<file path="src/hdl/assert_macros.svh">
// Assertion helpers shared by the RTL. Both expect clk, AKDS_ASSERT also rst_n.
`ifndef ASSERT_MACROS_SVH
`define ASSERT_MACROS_SVH

// Checked only while out of reset.
`define AKDS_ASSERT(name, prop, msg) \
    name: assert property (@(posedge clk) disable iff (!rst_n) prop) else $error(msg);

// Checked on every clock edge, reset included.
`define AKDS_ASSERT_ALWAYS(name, prop, msg) \
    name: assert property (@(posedge clk) prop) else $error(msg);

`endif

</file>
<file path="src/hdl/akds_pkg.sv">
package akds_pkg;

    // Angle resolution of the sensor circle.
    localparam int ANGLE_BITS = 12;

    // Fixed field widths.
    localparam int ANG_IN_W   = 12;
    localparam int WIDE_W     = 16;
    localparam int ACT_W      = 24;
    localparam int TICK_W     = 12;
    localparam int DZ_W       = 11;
    localparam int DIV_W      = 12;
    localparam int MODE_W     = 4;
    localparam int TAP_W      = 2;
    localparam int SCR_W      = 13;
    localparam int LOCK_N     = 5;
    localparam int CFG_IDX_W  = 3;
    localparam int CFG_DATA_W = 24;
    localparam int IN_DATA_W  = 24;
    localparam int OUT_DATA_W = 32;

    // Derived widths.
    localparam int D_W       = ANGLE_BITS + 1;
    localparam int MAG_W     = ANGLE_BITS;
    localparam int CMP_W     = ((D_W > TICK_W + 1) ? D_W : TICK_W + 1) + 1;
    localparam int QW        = (MAG_W > SCR_W) ? MAG_W : SCR_W;
    localparam int REM_W     = DIV_W + 1;
    localparam int DIV_STEPS = MAG_W;
    localparam int CNT_W     = $clog2(DIV_STEPS);
    localparam int SCROLL_MAX = 2048;

    // Item kinds.
    localparam logic OP_SAMPLE = 1'b0;
    localparam logic OP_LOCK   = 1'b1;

    // Mode codes.
    localparam logic [MODE_W-1:0] MODE_NONE       = 4'd0;
    localparam logic [MODE_W-1:0] MODE_SCROLL_V   = 4'd1;
    localparam logic [MODE_W-1:0] MODE_SCROLL_H   = 4'd2;
    localparam logic [MODE_W-1:0] MODE_VOLUME     = 4'd3;
    localparam logic [MODE_W-1:0] MODE_BRIGHTNESS = 4'd8;

    // Key tap codes.
    localparam logic [TAP_W-1:0] TAP_NONE   = 2'd0;
    localparam logic [TAP_W-1:0] TAP_FIRST  = 2'd1;
    localparam logic [TAP_W-1:0] TAP_SECOND = 2'd2;

    // Configuration register indexes.
    localparam logic [CFG_IDX_W-1:0] REG_ACTION   = 3'd0;
    localparam logic [CFG_IDX_W-1:0] REG_TICK     = 3'd1;
    localparam logic [CFG_IDX_W-1:0] REG_DEADZONE = 3'd2;
    localparam logic [CFG_IDX_W-1:0] REG_SPEED    = 3'd3;
    localparam logic [CFG_IDX_W-1:0] REG_HIGH_RES = 3'd4;

    typedef enum logic [1:0] {
        ST_IDLE,
        ST_DELTA,
        ST_DIV,
        ST_EMIT
    } state_t;

    typedef struct packed {
        logic load;
        logic delta;
        logic div_step;
        logic emit;
    } cmd_t;

    typedef struct packed {
        logic need_div;
        logic div_done;
        logic out_free;
    } sts_t;

endpackage

</file>
<file path="src/hdl/akds_ctrl.sv">
module akds_ctrl
    import akds_pkg::*;
(
    input  logic clk,
    input  logic rst_n,
    input  logic in_valid,
    output logic in_ready,
    input  sts_t sts,
    output cmd_t cmd
);

    state_t state_reg;
    state_t state_next;

    always_ff @(posedge clk or negedge rst_n)
    begin
        if (!rst_n)
        begin
            state_reg <= ST_IDLE;
        end
        else
        begin
            state_reg <= state_next;
        end
    end

    always_comb
    begin
        state_next = state_reg;
        case (state_reg)
            ST_IDLE:
            begin
                if (in_valid)
                begin
                    state_next = ST_DELTA;
                end
            end
            ST_DELTA:
            begin
                state_next = sts.need_div ? ST_DIV : ST_EMIT;
            end
            ST_DIV:
            begin
                if (sts.div_done)
                begin
                    state_next = ST_EMIT;
                end
            end
            ST_EMIT:
            begin
                if (sts.out_free)
                begin
                    state_next = ST_IDLE;
                end
            end
            default:
            begin
                state_next = ST_IDLE;
            end
        endcase
    end

    always_comb
    begin
        in_ready     = 1'b0;
        cmd          = '0;
        case (state_reg)
            ST_IDLE:
            begin
                in_ready = 1'b1;
                cmd.load = in_valid;
            end
            ST_DELTA:
            begin
                cmd.delta = 1'b1;
            end
            ST_DIV:
            begin
                cmd.div_step = 1'b1;
            end
            ST_EMIT:
            begin
                cmd.emit = sts.out_free;
            end
            default:
            begin
                in_ready = 1'b0;
            end
        endcase
    end

endmodule

</file>
<file path="src/hdl/akds_dp.sv">
module akds_dp
    import akds_pkg::*;
(
    input  logic                  clk,
    input  logic                  rst_n,
    input  cmd_t                  cmd,
    output sts_t                  sts,
    input  logic [IN_DATA_W-1:0]  in_data,
    input  logic                  in_op,
    input  logic                  cfg_valid,
    input  logic [CFG_IDX_W-1:0]  cfg_index,
    input  logic [CFG_DATA_W-1:0] cfg_data,
    output logic                  out_valid,
    input  logic                  out_ready,
    output logic [OUT_DATA_W-1:0] out_data
);

    localparam logic signed [D_W:0] HALF_S = (D_W + 1)'(1 << (ANGLE_BITS - 1));
    localparam logic signed [D_W:0] FULL_S = (D_W + 1)'(1 << ANGLE_BITS);

    // Configuration registers.
    logic [ACT_W-1:0]  action_reg;
    logic [TICK_W-1:0] tick_reg;
    logic [DZ_W-1:0]   dz_reg;
    logic [DIV_W-1:0]  speed_reg;
    logic              hires_reg;

    // Block state.
    logic [ANGLE_BITS-1:0] ref_reg;
    logic [MODE_W-1:0]     mode_reg;

    // Captured item.
    logic                  op_reg;
    logic [ANGLE_BITS-1:0] ang_reg;
    logic [LOCK_N-1:0]     lock_reg;

    // Delta and divider.
    logic signed [D_W-1:0] delta_reg;
    logic [MAG_W-1:0]      mag_reg;
    logic [MAG_W-1:0]      quo_reg;
    logic [REM_W-1:0]      rem_reg;
    logic [CNT_W-1:0]      cnt_reg;

    // Result register.
    logic                  out_valid_reg;
    logic [OUT_DATA_W-1:0] out_data_reg;

    logic [WIDE_W-1:0]     ang_wide;
    logic signed [D_W:0]   diff_raw;
    logic signed [D_W:0]   diff_wrap;
    logic signed [D_W-1:0] delta_next;
    logic signed [D_W-1:0] abs_full;
    logic [MAG_W-1:0]      mag_next;
    logic                  is_scroll;
    logic                  is_key;

    logic [DIV_W-1:0]      div_eff;
    logic [REM_W-1:0]      rem_sh;
    logic                  rem_fits;

    logic signed [CMP_W-1:0] d_ext;
    logic signed [CMP_W-1:0] tc_ext;
    logic                  pos_hit;
    logic                  neg_hit;
    logic                  hr_fire;
    logic [QW-1:0]         q_wide;
    logic signed [SCR_W-1:0] amt_mag;
    logic signed [SCR_W-1:0] amt;
    logic                  fire;
    logic [TAP_W-1:0]      tap_res;
    logic [MODE_W-1:0]     mode_res;
    logic signed [SCR_W-1:0] sv_res;
    logic signed [SCR_W-1:0] sh_res;

    assign ang_wide = WIDE_W'(in_data[ANG_IN_W-1:0]);
    assign is_scroll = (mode_reg == MODE_SCROLL_V) || (mode_reg == MODE_SCROLL_H);
    assign is_key    = mode_reg inside {[MODE_VOLUME:MODE_BRIGHTNESS]};

    // Shortest signed distance on the circle; exactly half a turn keeps its sign.
    always_comb
    begin
        diff_raw = $signed({2'b00, ang_reg}) - $signed({2'b00, ref_reg});
        if (diff_raw > HALF_S)
        begin
            diff_wrap = diff_raw - FULL_S;
        end
        else if (diff_raw < -HALF_S)
        begin
            diff_wrap = diff_raw + FULL_S;
        end
        else
        begin
            diff_wrap = diff_raw;
        end
        delta_next = diff_wrap[D_W-1:0];
        abs_full   = delta_next[D_W-1] ? -delta_next : delta_next;
        mag_next   = abs_full[MAG_W-1:0];
    end

    assign sts.need_div = (op_reg == OP_SAMPLE) && is_scroll && hires_reg &&
                          (CMP_W'(mag_next) > CMP_W'(dz_reg));
    assign sts.div_done = (cnt_reg == CNT_W'(DIV_STEPS - 1));
    assign sts.out_free = !out_valid_reg || out_ready;

    // Restoring divider, one quotient bit per step.
    assign div_eff  = (speed_reg == '0) ? DIV_W'(1) : speed_reg;
    assign rem_sh   = {rem_reg[REM_W-2:0], quo_reg[MAG_W-1]};
    assign rem_fits = rem_sh >= {1'b0, div_eff};

    // Result of the item, valid in the emit step.
    always_comb
    begin
        d_ext   = CMP_W'(delta_reg);
        tc_ext  = $signed(CMP_W'(tick_reg));
        pos_hit = d_ext >= tc_ext;
        neg_hit = d_ext <= -tc_ext;
        hr_fire = CMP_W'(mag_reg) > CMP_W'(dz_reg);

        q_wide = QW'(quo_reg);
        if (q_wide > QW'(SCROLL_MAX))
        begin
            q_wide = QW'(SCROLL_MAX);
        end
        amt_mag = $signed(q_wide[SCR_W-1:0]);

        tap_res  = TAP_NONE;
        mode_res = mode_reg;
        sv_res   = '0;
        sh_res   = '0;
        fire     = 1'b0;
        amt      = '0;

        if (op_reg == OP_LOCK)
        begin
            if (lock_reg[0] && (action_reg[7:4] != MODE_NONE))
            begin
                mode_res = action_reg[7:4];
            end
            else if (lock_reg[1] && (action_reg[11:8] != MODE_NONE))
            begin
                mode_res = action_reg[11:8];
            end
            else if (lock_reg[2] && (action_reg[15:12] != MODE_NONE))
            begin
                mode_res = action_reg[15:12];
            end
            else if (lock_reg[3] && (action_reg[19:16] != MODE_NONE))
            begin
                mode_res = action_reg[19:16];
            end
            else if (lock_reg[4] && (action_reg[23:20] != MODE_NONE))
            begin
                mode_res = action_reg[23:20];
            end
            else
            begin
                mode_res = action_reg[3:0];
            end
        end
        else if (is_scroll)
        begin
            if (hires_reg)
            begin
                fire = hr_fire;
                amt  = delta_reg[D_W-1] ? -amt_mag : amt_mag;
            end
            else if (pos_hit)
            begin
                fire = 1'b1;
                amt  = SCR_W'(1);
            end
            else if (neg_hit)
            begin
                fire = 1'b1;
                amt  = -SCR_W'(1);
            end
            if (fire)
            begin
                if (mode_reg == MODE_SCROLL_H)
                begin
                    sh_res = hires_reg ? -amt : amt;
                end
                else
                begin
                    sv_res = amt;
                end
            end
        end
        else if (is_key)
        begin
            if (pos_hit)
            begin
                fire    = 1'b1;
                tap_res = TAP_FIRST;
            end
            else if (neg_hit)
            begin
                fire    = 1'b1;
                tap_res = TAP_SECOND;
            end
        end
    end

    always_ff @(posedge clk or negedge rst_n)
    begin
        if (!rst_n)
        begin
            action_reg <= ACT_W'(1);
            tick_reg   <= TICK_W'(32);
            dz_reg     <= DZ_W'(4);
            speed_reg  <= DIV_W'(4);
            hires_reg  <= 1'b1;
        end
        else if (cfg_valid)
        begin
            case (cfg_index)
                REG_ACTION:   action_reg <= cfg_data[ACT_W-1:0];
                REG_TICK:     tick_reg   <= cfg_data[TICK_W-1:0];
                REG_DEADZONE: dz_reg     <= cfg_data[DZ_W-1:0];
                REG_SPEED:    speed_reg  <= cfg_data[DIV_W-1:0];
                REG_HIGH_RES: hires_reg  <= cfg_data[0];
                default:      action_reg <= action_reg;
            endcase
        end
    end

    always_ff @(posedge clk or negedge rst_n)
    begin
        if (!rst_n)
        begin
            ref_reg       <= '0;
            mode_reg      <= MODE_NONE;
            cnt_reg       <= '0;
            out_valid_reg <= 1'b0;
        end
        else
        begin
            if (cmd.delta)
            begin
                cnt_reg <= '0;
            end
            else if (cmd.div_step)
            begin
                cnt_reg <= cnt_reg + CNT_W'(1);
            end
            if (cmd.emit)
            begin
                mode_reg <= mode_res;
                if ((op_reg == OP_LOCK) || fire)
                begin
                    ref_reg <= ang_reg;
                end
                out_valid_reg <= 1'b1;
            end
            else if (out_ready)
            begin
                out_valid_reg <= 1'b0;
            end
        end
    end

    always_ff @(posedge clk)
    begin
        if (cmd.load)
        begin
            op_reg   <= in_op;
            ang_reg  <= ang_wide[ANGLE_BITS-1:0];
            lock_reg <= in_data[ANG_IN_W +: LOCK_N];
        end
        if (cmd.delta)
        begin
            delta_reg <= delta_next;
            mag_reg   <= mag_next;
            quo_reg   <= mag_next;
            rem_reg   <= '0;
        end
        else if (cmd.div_step)
        begin
            if (rem_fits)
            begin
                rem_reg <= rem_sh - {1'b0, div_eff};
                quo_reg <= {quo_reg[MAG_W-2:0], 1'b1};
            end
            else
            begin
                rem_reg <= rem_sh;
                quo_reg <= {quo_reg[MAG_W-2:0], 1'b0};
            end
        end
        if (cmd.emit)
        begin
            out_data_reg <= {sh_res, sv_res, mode_res, tap_res};
        end
    end

    assign out_valid = out_valid_reg;
    assign out_data  = out_data_reg;

endmodule

</file>
<file path="src/hdl/angle_knob_detent_scroll.sv">
// Channel   Direction  Beat contents
// s_axis    in         tuser: op; tdata: angle, num, caps, scroll, compose, kana locks
// m_axis    out        tdata: key_tap, active_mode, scroll_vertical, scroll_horizontal
// cfg       in         cfg_index selects a register, cfg_data carries its value
//
// An item passes through the accept, delta and emit steps when no division is needed,
// and also through the twelve-step serial divider when a high-resolution scroll sample
// exceeds the dead zone. One item is worked on at a time. The result register lets the
// next beat be accepted while the previous result still waits on m_axis_tready; a
// stalled output holds the emit step until the register frees. Reset is asynchronous
// and active low; there is no clearing pass and configuration returns to its defaults.
`include "assert_macros.svh"

module angle_knob_detent_scroll
    import akds_pkg::*;
(
    input  logic                  clk,
    input  logic                  rst_n,

    // Input beats. tdata from bit 0 up: angle[11:0], then the num, caps,
    // scroll, compose and kana indicators, zero fill to 24 bits.
    input  logic                  s_axis_tvalid,
    output logic                  s_axis_tready,
    input  logic [IN_DATA_W-1:0]  s_axis_tdata,
    // tuser from bit 0 up: op (0 angle sample, 1 lock-state update).
    input  logic                  s_axis_tuser,

    // Result beats. tdata from bit 0 up: key_tap[1:0], active_mode[3:0],
    // scroll_vertical[12:0], scroll_horizontal[12:0].
    output logic                  m_axis_tvalid,
    input  logic                  m_axis_tready,
    output logic [OUT_DATA_W-1:0] m_axis_tdata,

    // Configuration writes; the block always takes them.
    input  logic                  cfg_valid,
    output logic                  cfg_ready,
    input  logic [CFG_IDX_W-1:0]  cfg_index,
    input  logic [CFG_DATA_W-1:0] cfg_data
);

    cmd_t cmd;
    sts_t sts;

    assign cfg_ready = 1'b1;

    // The controller sequences accept, delta, divide and emit steps.
    akds_ctrl u_ctrl (
        .clk      (clk),
        .rst_n    (rst_n),
        .in_valid (s_axis_tvalid),
        .in_ready (s_axis_tready),
        .sts      (sts),
        .cmd      (cmd)
    );

    // The datapath holds configuration, the reference angle, the mode, the divider
    // and the result register.
    akds_dp u_dp (
        .clk       (clk),
        .rst_n     (rst_n),
        .cmd       (cmd),
        .sts       (sts),
        .in_data   (s_axis_tdata),
        .in_op     (s_axis_tuser),
        .cfg_valid (cfg_valid && cfg_ready),
        .cfg_index (cfg_index),
        .cfg_data  (cfg_data),
        .out_valid (m_axis_tvalid),
        .out_ready (m_axis_tready),
        .out_data  (m_axis_tdata)
    );

    // A new beat is never taken while the previous one is still being worked on.
    `AKDS_ASSERT(a_one_at_a_time, (s_axis_tvalid && s_axis_tready |=> !s_axis_tready), "beat accepted while busy")
    // A result is only written into a free result register.
    `AKDS_ASSERT_ALWAYS(a_emit_free, (cmd.emit |-> sts.out_free), "result register overwritten")
    // The divider stops after its last step.
    `AKDS_ASSERT(a_div_stops, (cmd.div_step && sts.div_done |=> !cmd.div_step), "divider overran")
    // A key tap never comes with a scroll amount.
    `AKDS_ASSERT(a_tap_no_scroll, (m_axis_tvalid && (m_axis_tdata[1:0] != TAP_NONE) |-> (m_axis_tdata[31:6] == '0)), "tap with scroll")

endmodule

</file>
<file path="config.mk">
export PLATFORM = sky130hd
export DESIGN_NAME = angle_knob_detent_scroll
export DESIGN_NICKNAME = d
export VERILOG_FILES = /design/src/hdl/akds_pkg.sv /design/src/hdl/akds_ctrl.sv /design/src/hdl/akds_dp.sv /design/src/hdl/angle_knob_detent_scroll.sv
export VERILOG_INCLUDE_DIRS = /design/src /design/src/hdl
export SDC_FILE = /design/constraint.sdc
export NUM_CORES = 1
export LEC_CHECK = 0
export BUFFER_PORTS_ARGS = -buffer_cell sky130_fd_sc_hd__clkbuf_2
export CAP_MARGIN = 40
export CORE_ASPECT_RATIO = 1.4
export CORE_MARGIN = 5
export CORE_UTILIZATION = 55
export DETAILED_ROUTE_END_ITERATION = 10
export PLACE_DENSITY = 0.71
export SLEW_MARGIN = 25
export SYNTH_ARGS = -nofsm -noshare
export SYNTH_HDL_FRONTEND = slang
export SYNTH_HIERARCHICAL = 1
export SYNTH_SLANG_ARGS = --single-unit
</file>
<file path="constraint.sdc">
create_clock -name clk -period 8 [get_ports clk]
set_clock_uncertainty 0.2 [all_clocks]
set_input_delay 1.2 -clock clk [delete_from_list [all_inputs] [get_ports clk]]
set_output_delay 1.2 -clock clk [all_outputs]
set_load 0.02 [all_outputs]
</file>
==> results of run 1 <==
[layout make-up]
class                           instances  area [um2]  area share [%]
Inverter                               72         270            2.25
Multi-Input combinational cell        731        5430            45.2
Clock inverter                         11        87.6           0.729
Sequential cell                       181        4910            40.8
Clock buffer                           21         472            3.93
Timing Repair Buffer                   95         537            4.47
Tap cell                              248         310            2.58
[layer usage]
metal / global-route usage [%] / up-vias / part of all wire [%]
met5: 0 / - / 0
met4: 12.7 / 0 / 5.7
met3: 3.47 / 59 / 3.8
met2: 37.8 / 215 / 50
met1: 26.4 / 3836 / 40
li1: - / 3936 / -
[synthesized netlist by cell type, types with 9 or more instances]
cell type,n
nand3_1,17
nor3_1,20
dfxtp_1,12
nor4_1,9
xnor2_1,31
dfrtp_1,78
o21ai_0,58
mux2_2,59
edfxtp_1,86
or2_2,9
inv_1,71
nand4_1,19
xor2_1,15
nand2_1,73
nand2b_1,14
nor2b_1,14
clkbuf_1,28
o31ai_1,12
a211oi_1,23
mux2i_1,11
ha_1,81
nor2_1,63
a21oi_1,60
o21a_1,10
[worst max-delay path by stage]
stage	start	end	slack (ns)	cells after the start
after global placement	u_dp/tick_reg[2]	u_dp/out_data[27]	2.83	19
final	u_dp/tick_reg[2]	u_dp/out_data[27]	2.71	19
after global routing	u_dp/tick_reg[2]	u_dp/out_data[25]	2.10	19
after detailed placement	u_dp/tick_reg[2]	u_dp/out_data[27]	2.78	19
after floorplan	u_dp/ang_reg[5]	u_ctrl/state_reg[0]	3.46	21
after CTS	u_dp/tick_reg[2]	u_dp/out_data[27]	2.75	19
[power by group]
part	leakage (uW)	switching, uW	internal (uW)
Sequential	0.00191	261	1450
Clock	0.000271	367	430
Combinational	0.00283	1830	1250
Total	0.00501	2460	3120
[worst max-delay path, cell delays in order (launching register included)]
cell and delay, ns:
dfrtp_1 0.42, nor2_1 0.19, nand3_1 0.15, nor4_1 0.45
nand2_1 0.16, nor2_1 0.15, xnor2_1 0.08, ha_1 0.30
nand4_1 0.10, nor2_1 0.14, o31ai_1 0.10, a31oi_1 0.42
nand3b_1 0.67, a21boi_0 0.33, ha_1 0.24, a21bo_2 0.26
a21oi_1 0.31, nand4_1 0.15, nand3_1 0.12, a21oi_1 0.07
[cells in the final DEF (no fill, tap or decap), types with 19 or more instances in the layout]
cell type / count
nand4_1: 19
clkbuf_2: 83
nor3_1: 20
nor2_1: 62
ha_1: 80
xnor2_1: 31
a21oi_1: 60
inv_1: 71
edfxtp_1: 86
nand2_1: 73
mux2_2: 59
a211oi_1: 23
o21ai_0: 58
dfrtp_1: 78
[cells by family after synthesis]
kind of cell | count (synthesis) | share of synthesized area (%)
buffers and inverters | 108 | 3.87
and+or+nand+nor | 282 | 13.8
xor gates and xnor gates | 46 | 3.75
other | 1 | 0.0349
adders and majority gates | 83 | 9.81
DFF | 181 | 45.7
muxes | 73 | 7.60
AOI/OAI and AO/OA | 246 | 15.5
[stage by stage]
stage | instance area (um2) | worst slack, ns | total power [uW] | util, % | hold WS [ns]
floorplan | 10700 | 3.46 | 3960 | - | 0.263
global placement | 11400 | 2.83 | 4680 | 59.1 | 0.279
detailed placement | 11400 | 2.78 | 4770 | 59.3 | 0.285
CTS | 12000 | 2.75 | 5590 | 62.2 | 0.307
global route | 12000 | 2.10 | 6040 | 62.5 | 0.315
finish | 12000 | 2.71 | 5580 | 62.5 | 0.305
==> impl_metrics.env, run 1 <==
export IMPL_grtUsageTotal_pct=22.2
export IMPL_viasPerCell=5.92
export IMPL_drc=0
export IMPL_slew_violations=0
export IMPL_largest_register_ffs=32
export IMPL_layout_drive_gt1_share_pct=19.8
export IMPL_synthCells=1020
export IMPL_synth_seq_area_share_pct=45.7
export IMPL_arrival_ns=5.23
export IMPL_ys_ff_latch=181
export IMPL_rrSetupSlack_ns=2.71
export IMPL_layout_nets=1238
export IMPL_vias=8046
export IMPL_worstSetupPathType="flop to flop"
export IMPL_syn_avg_cell_area_um2=10.5
export IMPL_dp_cells=1324
export IMPL_core_area_um2=19200
export IMPL_syn2layout_area_growth_pct=11.9
export IMPL_cts_max_level=4
export IMPL_synthFlopType="edfxtp_1"
export IMPL_yosysTopAreaCell="edfxtp_1"
export IMPL_instances_no_fill=1359
export IMPL_min_period_ns=5.29
export IMPL_hp_start="u_dp/rem_reg[4]"
export IMPL_irDropWorstVdd_mv=0.260
export IMPL_ctsHoldBuffers=0
export IMPL_drt_iter0_markers=518
export IMPL_synth_area_leaders="edfxtp_1 24%, dfrtp_1 18%, ha_1 9.4%, mux2_2 6.2%, a21oi_1 2.8%"
export IMPL_grt_pass1_wl_um=39400
export IMPL_cts_resized_gates=0
export IMPL_async_flop_share_pct=45.9
export IMPL_max_slew_margin_pct=42.8
export IMPL_dieHeight_um=175
export IMPL_tightest_slew_ns=0.847
export IMPL_drt_pass1_iterations=5
export IMPL_cts_tree="done"
export IMPL_gp_congestion=0.917
export IMPL_clkTransAtPathRegs_ns=0.07
export IMPL_wire_per_inst_um=17.9
export IMPL_reg2reg_depth=19
export IMPL_postCtsSetupRepairBufs=0
export IMPL_cts_buffers=17
export IMPL_synth_top_area_share_pct=24.1
export IMPL_critPathMaxFanout=23
export IMPL_reg2reg_to="u_dp/out_data[27]"
export IMPL_hp_class="flop to flop"
export IMPL_routed_wl_um=24400
export IMPL_dp_hpwl_um=18500
export IMPL_min_path_cells=2
export IMPL_cp_start_kind="flop"
export IMPL_final_hold_viol_count=0
export IMPL_cp_end_kind="flop"
export IMPL_grt_max_degree=60
export IMPL_dieArea_um2=22500
export IMPL_clock_latency_ns=0.44
export IMPL_yosysUniqueCellTypes=84
export IMPL_min_period_over_period_pct=66.1
export IMPL_root_buffer="clkbuf_16"
export IMPL_clk_path_buf_depth=2
export IMPL_p_leak_uw=0.00501
export IMPL_min_to="u_dp/rem_reg[4]"
export IMPL_finalSetupTns_ns=0
export IMPL_n_antenna_cell=0
export IMPL_die_x_um=128
export IMPL_row_count=60
export IMPL_first_global_vias=7889
export IMPL_start_util_pct=55.9
export IMPL_fmax_mhz=189
export IMPL_crit_required_ns=7.94
export IMPL_status="complete, no violations"
export IMPL_maxCapViolations=0
export IMPL_syn_num_nets=1160
export IMPL_cellPowerDensity_nw_per_um2=465
export IMPL_rsz0062_at_grt="false"
export IMPL_antenna_found_initial=0
export IMPL_regToRegStartpoint="u_dp/tick_reg[2]"
export IMPL_setup_viol=0
export IMPL_fillerInstances=1640
export IMPL_ios=92
export IMPL_cts_sinks=181
export IMPL_netlist_area_um2=10700
export IMPL_ys_warn_count=6
export IMPL_portBuffers=83
export IMPL_grt_overflow=0
export IMPL_ant_nets=0
export IMPL_synth_edf_count=86
Power figures use the tool's default switching activity.
==> run 2: changes to the inputs <==
--- a/config.mk
+++ b/config.mk
@@ -12,7 +12,7 @@
 export CORE_MARGIN = 5
 export CORE_UTILIZATION = 55
 export DETAILED_ROUTE_END_ITERATION = 10
-export PLACE_DENSITY = 0.71
+export PLACE_DENSITY = 0.74
 export SLEW_MARGIN = 25
 export SYNTH_ARGS = -nofsm -noshare
 export SYNTH_HDL_FRONTEND = slang
==> constraint.sdc (replaced) <==
create_clock -name clk -period 4.4 [get_ports clk]
set_clock_uncertainty 0.2 [all_clocks]
set_input_delay 0.66 -clock clk [delete_from_list [all_inputs] [get_ports clk]]
set_output_delay 0.66 -clock clk [all_outputs]
set_load 0.02 [all_outputs]
==> impl_metrics.env, run 2 (same netlist as run 1, synthesis figures left out) <==
export IMPL_drt_iter0_markers=587
export IMPL_layout_nets=1304
export IMPL_first_global_vias=8179
export IMPL_cts_sinks=181
export IMPL_syn2layout_area_growth_pct=18.1
export IMPL_hp_start="s_axis_tdata[12]"
export IMPL_finalSetupTns_ns=-0.255
export IMPL_pwr_share_clk_pct=13.3
export IMPL_dieArea_um2=22500
export IMPL_gp_congestion=0.925
export IMPL_cts_tree="done"
export IMPL_failed_checks="negative setup slack"
export IMPL_top_layer_used="met4"
export IMPL_dieHeight_um=175
export IMPL_ios=92
export IMPL_drt_pass1_iterations=7
export IMPL_critPathMaxFanout=8
export IMPL_wl_met3_um=1190
export IMPL_clkTransAtPathRegs_ns=0.07
export IMPL_dp_cells=1380
export IMPL_regToRegStartpoint="u_dp/ang_reg[5]"
export IMPL_setup_viol=1
export IMPL_drt_met1_wl_um=9720
export IMPL_cts_max_level=4
export IMPL_hp_class="primary input to flop"
export IMPL_final_cell_mix="86 x edfxtp_1, 82 x clkbuf_2, 78 x dfrtp_1"
export IMPL_cts_buffers=17
export IMPL_rsz0062_at_grt="true"
export IMPL_timing_final_ws_setup_ns=-0.255
export IMPL_grt_pass1_wl_um=40700
export IMPL_wl_met2_um=13500
export IMPL_drc=0
export IMPL_clock_latency_ns=0.43
export IMPL_wire_per_inst_um=18.0
export IMPL_clk_path_buf_depth=2
export IMPL_arrival_ns=4.76
export IMPL_status="complete, but fails checks"
export IMPL_die_x_um=128
export IMPL_viasPerCell=5.89
export IMPL_core_area_um2=19200
export IMPL_dp_hpwl_um=19200
export IMPL_routed_wl_um=25600
export IMPL_final_hold_viol_count=0
export IMPL_power_frac_seq_pct=27.4
export IMPL_slew_violations=0
export IMPL_reg2reg_to="u_ctrl/state_reg[0]"
export IMPL_root_buffer="clkbuf_16"
export IMPL_cellPowerDensity_nw_per_um2=882
export IMPL_worstSetupPathType="flop to flop"
export IMPL_cp_end_kind="flop"
export IMPL_reg2reg_depth=19
export IMPL_p_comb_share_pct=59.3
export IMPL_row_count=60
export IMPL_layout_drive_gt1_share_pct=26.1
export IMPL_fillerInstances=1556
export IMPL_total_power_uw=11200
export IMPL_max_slew_margin_pct=46.5
export IMPL_min_period_ns=4.66
export IMPL_maxCapViolations=0
export IMPL_largest_register_ffs=32
export IMPL_min_to="u_dp/lock_reg[0]"
export IMPL_instances_no_fill=1425
export IMPL_vias=8396
export IMPL_grtUsageTotal_pct=22.8
export IMPL_grt_max_degree=58
export IMPL_p_leak_uw=0.00537
export IMPL_rrSetupSlack_ns=-0.26
export IMPL_grt_overflow=0
export IMPL_sw_frac_of_total_pct=42.0
export IMPL_cp_start_kind="flop"
export IMPL_p_int_uw=6480
export IMPL_ant_nets=0
export IMPL_crit_required_ns=4.50
export IMPL_switching_power_uw=4700
export IMPL_dp_slack_ns=-0.352
export IMPL_final_common_cell="edfxtp_1"
export IMPL_irDropWorstVdd_mv=0.532
export IMPL_min_path_cells=1
export IMPL_n_antenna_cell=0
export IMPL_antenna_found_initial=0
export IMPL_fmax_mhz=215
export IMPL_start_util_pct=55.9
export IMPL_tightest_slew_ns=0.783
export IMPL_portBuffers=83
export IMPL_min_period_over_period_pct=106
[run 2: changes by cell type in the layout (fill, tap and decap cells not counted), moves of 4 or more]
cell / change
buf_4: +62
ha_4: +4
o21ai_0: -5
ha_1: -7
inv_6: -4
o21ai_1: +4
[run 2: how the worst max path moves through the flow]
stage	start	to	slack, ns	cells past startpoint
2_1_floorplan	u_dp/ang_reg[0]	u_ctrl/state_reg[0]	-0.12	22
6_report	u_dp/ang_reg[5]	u_ctrl/state_reg[0]	-0.26	19
5_1_grt	u_dp/ang_reg[0]	u_ctrl/state_reg[0]	-0.54	23
3_5_place_dp	u_dp/ang_reg[0]	u_ctrl/state_reg[0]	-0.35	22
4_1_cts	u_dp/ang_reg[5]	u_ctrl/state_reg[0]	-0.22	20
3_3_place_gp	u_dp/ang_reg[0]	u_ctrl/state_reg[0]	-0.21	22
[run 2: routing by layer]
layer | vias to the layer above | GRT usage, %
li1 | 4070 | -
met1 | 3996 | 25.7
met2 | 271 | 41.1
met3 | 59 | 3.62
met4 | 0 | 11.9
met5 | - | 0
[run 2: power by group through the flow]
| stage | clock network (uW) | registers [uW] | logic (uW) |
|---|---|---|---|
| after floorplan | 0 | 3070 | 4170 |
| after global placement | 0 | 3070 | 6100 |
| after detailed placement | 0 | 3090 | 6280 |
| after CTS | 1510 | 3060 | 6420 |
| after global routing | 1590 | 3130 | 7260 |
| final | 1480 | 3060 | 6640 |
[run 2: cell type report]
| class | instances | area [um2] | share of cell area (%) |
|---|---|---|---|
| timing repair buffer | 161 | 1050 | 8.29 |
| inverter | 72 | 270 | 2.13 |
| clock inverter | 9 | 62.6 | 0.493 |
| multi-input combinational | 731 | 5560 | 43.8 |
| clock buffer | 23 | 522 | 4.11 |
| sequential | 181 | 4910 | 38.7 |
| tap | 248 | 310 | 2.45 |
[run 2: stage by stage]
step / utilization [%] / cell area, um2 / hold WS [ns]
floorplan: - / 10800 / 0.164
global placement: 61.4 / 11800 / 0.284
detailed placement: 61.6 / 11800 / 0.290
CTS: 65.0 / 12500 / 0.114
global route: 66.0 / 12700 / 0.183
finish: 66.0 / 12700 / 0.204
[run 2: critical path: stages, from the launching register on]
cell,delay (ns)
edfxtp_1,0.43
ha_4,0.31
and3b_1,0.17
a211o_1,0.25
a311o_4,0.39
nor4_4,0.35
o2111ai_4,0.17
buf_4,0.17
buf_4,0.15
o311ai_1,0.27
xnor2_1,0.19
ha_1,0.34
nand3_1,0.13
nor2_1,0.12
o31ai_1,0.07
a21oi_1,0.14
o2111a_1,0.26
inv_1,0.06
a211oi_1,0.24
a2bb2oi_1,0.10
[run 2: timing repair]
action,in CTS,in global routing
buffers inserted,5,1
endpoints found under the hold margin,0,22
pin swaps,9,10
hold buffers,0,1
endpoints found under the setup margin,1,6
resized for setup,4,23
